==> src/design/ising_metropolis_spin_update_core_assert.svh <==
// Assertion macros shared by the Ising spin update core.
`ifndef ISING_METROPOLIS_SPIN_UPDATE_CORE_ASSERT_SVH
`define ISING_METROPOLIS_SPIN_UPDATE_CORE_ASSERT_SVH

// Same-cycle implication, disabled while reset is asserted.
`define ISM_ASSERT_IMP(label, clk, rst_n, ante, cons, msg) \
    label: assert property (@(posedge clk) disable iff (!rst_n) (ante) |-> (cons)) \
        else $error(msg);

// Next-cycle implication, disabled while reset is asserted.
`define ISM_ASSERT_NXT(label, clk, rst_n, ante, cons, msg) \
    label: assert property (@(posedge clk) disable iff (!rst_n) (ante) |=> (cons)) \
        else $error(msg);

`endif

==> src/design/ism_ram.sv <==
// Generic simple dual-port RAM with one write port and a registered read port.
module ism_ram #(
    parameter int WIDTH = 16,
    parameter int DEPTH = 256
) (
    input  logic                     clk,
    input  logic                     we,
    input  logic [$clog2(DEPTH)-1:0] waddr,
    input  logic [WIDTH-1:0]         wdata,
    input  logic [$clog2(DEPTH)-1:0] raddr,
    output logic [WIDTH-1:0]         rdata
);

    logic [WIDTH-1:0] mem [DEPTH];
    logic [WIDTH-1:0] rdata_reg;

    always_ff @(posedge clk)
    begin
        if (we)
        begin
            mem[waddr] <= wdata;
        end
        rdata_reg <= mem[raddr];
    end

    assign rdata = rdata_reg;

endmodule

==> config.mk <==
export PLATFORM = sky130hd
export DESIGN_NAME = ism_ram
export DESIGN_NICKNAME = d
export VERILOG_FILES = /design/src/design/ising_metropolis_spin_update_core_assert.svh /design/src/design/ism_ram.sv
export SDC_FILE = /design/constraint.sdc
export NUM_CORES = 2
export LEC_CHECK = 0
export BUFFER_PORTS_ARGS = -buffer_cell sky130_fd_sc_hd__buf_2
export CAP_MARGIN = 15
export CORE_UTILIZATION = 35
export DETAILED_ROUTE_END_ITERATION = 12
export GPL_TIMING_DRIVEN = 0
export MAX_ROUTING_LAYER = met4
export PLACE_DENSITY_LB_ADDON = 0.2
export SLEW_MARGIN = 20
export SYNTH_ARGS = -nofsm -noshare
export SYNTH_HDL_FRONTEND = slang
export SYNTH_SLANG_ARGS = --single-unit
==> constraint.sdc <==
create_clock -name clk -period 2.8 [get_ports clk]
set_input_delay 0.28 -clock clk [delete_from_list [all_inputs] [get_ports clk]]
set_output_delay 0.28 -clock clk [all_outputs]
set_load 0.02 [all_outputs]
==> impl_metrics.json <==
{
  "synth_enable_flop_cells": 4096,
  "setup_viol_count_final": 16,
  "insertion_delay_ps": 980,
  "worst_clock_skew_ps": 41.93,
  "number_of_violations_of_the_max_capacitance_limit": 0,
  "post_detail_place_hpwl_um": 367300,
  "vdd_drop_max_mv": 0.5282,
  "power.static_leakage_nw": 58.70,
  "portBuffers": 39,
  "final.setup.tns_ps": -1592,
  "global_route_wire_length_before_repair_um": 709300,
  "totalPowerFinal_mw": 132.5,
  "hold_viol": 0,
  "post-route-worst-setup-slack_ps": -224.2,
  "cts-root-to-sink-buffers": 4,
  "detail_route.iter0.violations": 12000,
  "cts_buffers": 425,
  "synth_area_um2": 158700,
  "htree_levels": 5,
  "cts_sink_count": 4112,
  "achievable-frequency_mhz": 330.7,
  "min-delay-path-class": "input port to register",
  "power_per_cell_area_nw_per_um2": 707.0,
  "clkTransAtPathRegs_ps": 60,
  "synthCells": 7360,
  "coreArea_um2": 450300,
  "part_of_the_yosys_area_used_for_sequential_elements": 0.7770,
  "fin_crit_sh": 1.080,
  "pin_count": 50,
  "num_vias": 82950,
  "grt_antenna_before_repair": 49,
  "largest_register_ffs": 4096,
  "synth-warning-count": 0,
  "layout.cells.most_common_list": "4,096 x sky130_fd_sc_hd__edfxtp_1, 797 x sky130_fd_sc_hd__mux4_2, 565 x sky130_fd_sc_hd__mux2i_1, 432 x sky130_fd_sc_hd__clkbuf_16, 221 x sky130_fd_sc_hd__buf_6",
  "dieArea_um2": 456200,
  "layout.cells.most_common": "sky130_fd_sc_hd__edfxtp_1",
  "floorplan.initialDensity": 0.3525,
  "ys_ff_latch": 4112,
  "worst_pin_slew_ps": 1158,
  "post_dr_wirelength_cell_um": 36.68,
  "grt_overflow": 0,
  "synthToLayoutAreaGrowth_pct": 18.07,
  "synth_fp_nets": 7394,
  "floorplan.rows": 246,
  "detailedRoute.firstPassIterationCount": 8,
  "result_of_the_run": "finished with violations",
  "met1_usage": 0.3226,
  "gr-usage-all-layers": 0.2355,
  "finalNetCount": 8140,
  "critical_path_class": "input port to register",
  "critPathMaxFanout": 10,
  "gp_congestion": 0.9858,
  "final.min_clock_period_ps": 3024,
  "critical_path.startpoint_type": "input port",
  "groute.layer.met3.usage": 0.04618,
  "layout-drive-gt1-share": 0.3065,
  "first_global_vias": 81350,
  "height_of_the_chip_um": 675.4,
  "groute.layer.met2.usage": 0.3508,
  "grt.busiest_layer": "met2",
  "vias_per_cell": 5.748,
  "cts_tree": "built",
  "die_w_um": 675.4,
  "crit_end_element": "register",
  "ant_nets": 0,
  "dominantRegCellSynth": "sky130_fd_sc_hd__edfxtp_1",
  "worst-endpoint-required_ps": 3630,
  "critical_path_arrival_ps": 3850,
  "syn-mean-instance-area_um2": 21.56,
  "synth_async_sr_flop_share": 0,
  "report.final.slew_viol_count": 0,
  "remaining_drc_errors": 0,
  "largest_net_degree_at_the_start_of_global_routing": 121,
  "postRouteWirelength_um": 529300,
  "cts_root_buffer": "sky130_fd_sc_hd__clkbuf_16",
  "detailedPlace.worstSlack_ps": -3056,
  "max_slew_margin": 0.2279,
  "synth.lib_cells_used.distinct": 52,
  "violations": "negative setup slack"
}
[metrics by stage]
| stage | cells | cell area, um2 | hold WS, ps | utilization |
|---|---|---|---|---|
| 2_1_floorplan | 7360 | 158700 | 378.9 | - |
| 3_3_place_gp | 13350 | 166400 | 704.2 | 0.3694 |
| 3_5_place_dp | 13610 | 171900 | 568.6 | 0.3817 |
| 4_1_cts | 14410 | 187200 | 110.3 | 0.4157 |
| 5_1_grt | 14420 | 187400 | 170.3 | 0.4161 |
| 6_report | 14430 | 187400 | 170.0 | 0.4161 |
[cells by family (layout without fill, tap and decap cells)]
logic type / Yosys count / in the layout / synth area share
flip-flops: 4112 / 4112 / 0.7770
other: 0 / 18 / 0
buffers and inverters: 456 / 1557 / 0.01693
AND/OR/NAND/NOR: 556 / 556 / 0.01574
AO/OA/AOI/OAI: 786 / 786 / 0.03537
multiplexers: 1450 / 1450 / 0.1550
[worst paths after layout]
| kind | start | end | slack, ps | cells past startpoint |
|---|---|---|---|---|
| worst min register to register | mem[216][5] | rdata[5] | 1200 | 6 |
| worst max-delay path | raddr[0] | rdata[11] | -220 | 12 |
| worst max register to register | mem[23][4] | rdata[4] | 30 | 5 |
| worst min-delay path | wdata[9] | mem[87][9] | 170 | 2 |
[synth_stat cells (76+ instances only)]
cell type	n	area, um2
sky130_fd_sc_hd__o22ai_1	148	925.9
sky130_fd_sc_hd__o221ai_1	252	2207
sky130_fd_sc_hd__edfxtp_1	4096	123000
sky130_fd_sc_hd__mux4_2	797	17950
sky130_fd_sc_hd__mux2i_1	565	5655
sky130_fd_sc_hd__nor2_1	304	1141
sky130_fd_sc_hd__clkbuf_1	230	863.3
sky130_fd_sc_hd__buf_6	77	867.1
sky130_fd_sc_hd__nor3_1	92	460.4
sky130_fd_sc_hd__a21oi_1	175	875.8
sky130_fd_sc_hd__mux2_2	88	991.0
sky130_fd_sc_hd__buf_2	76	380.4
[final cells by class]
cell class	count	area, um2
well taps	5952	7447
flip-flops and latches	4112	123300
clock inverters	275	2603
diodes	18	45.04
plain buffers	452	3181
repair buffers	319	4479
inverters	4	21.27
clock buffers	507	11090
fillers	39040	262900
multi-input cells	2792	35210
[worst max-delay path, stage by stage]
cell	delay [ps]
sky130_fd_sc_hd__buf_6	200
sky130_fd_sc_hd__buf_8	240
sky130_fd_sc_hd__buf_8	210
sky130_fd_sc_hd__buf_8	270
sky130_fd_sc_hd__buf_12	270
sky130_fd_sc_hd__buf_8	270
sky130_fd_sc_hd__mux2i_1	140
sky130_fd_sc_hd__o221ai_2	330
sky130_fd_sc_hd__o22ai_1	190
sky130_fd_sc_hd__o21ai_2	380
sky130_fd_sc_hd__nand4_1	380
sky130_fd_sc_hd__nor4_4	570
[where the power goes]
group / total, mW / internal (mW) / switching [mW]
Clock: 56.4 / 32.1 / 24.2
Sequential: 67.9 / 67.9 / 0.0421
Combinational: 8.23 / 2.54 / 5.69
[what timing repair did]
item / 4_1_cts / 5_1_grt
hold buffers: 16 / 0
setup endpoints to repair: 16 / 131
gates cloned: 0 / 0
pin swaps: 19 / 12
gates resized for setup: 368 / 44
hold endpoints to repair: 1215 / 0
setup buffers: 4 / 0
[metal layers]
| metal | vias up | part of all wire | wire length, um |
|---|---|---|---|
| met5 | - | 0 | 0 |
| met4 | 0 | 0.043 | 22830 |
| met3 | 799 | 0.087 | 46230 |
| met2 | 3990 | 0.45 | 239500 |
| met1 | 45260 | 0.42 | 220700 |
| li1 | 32900 | - | - |
(Power assumes the default switching activity.)
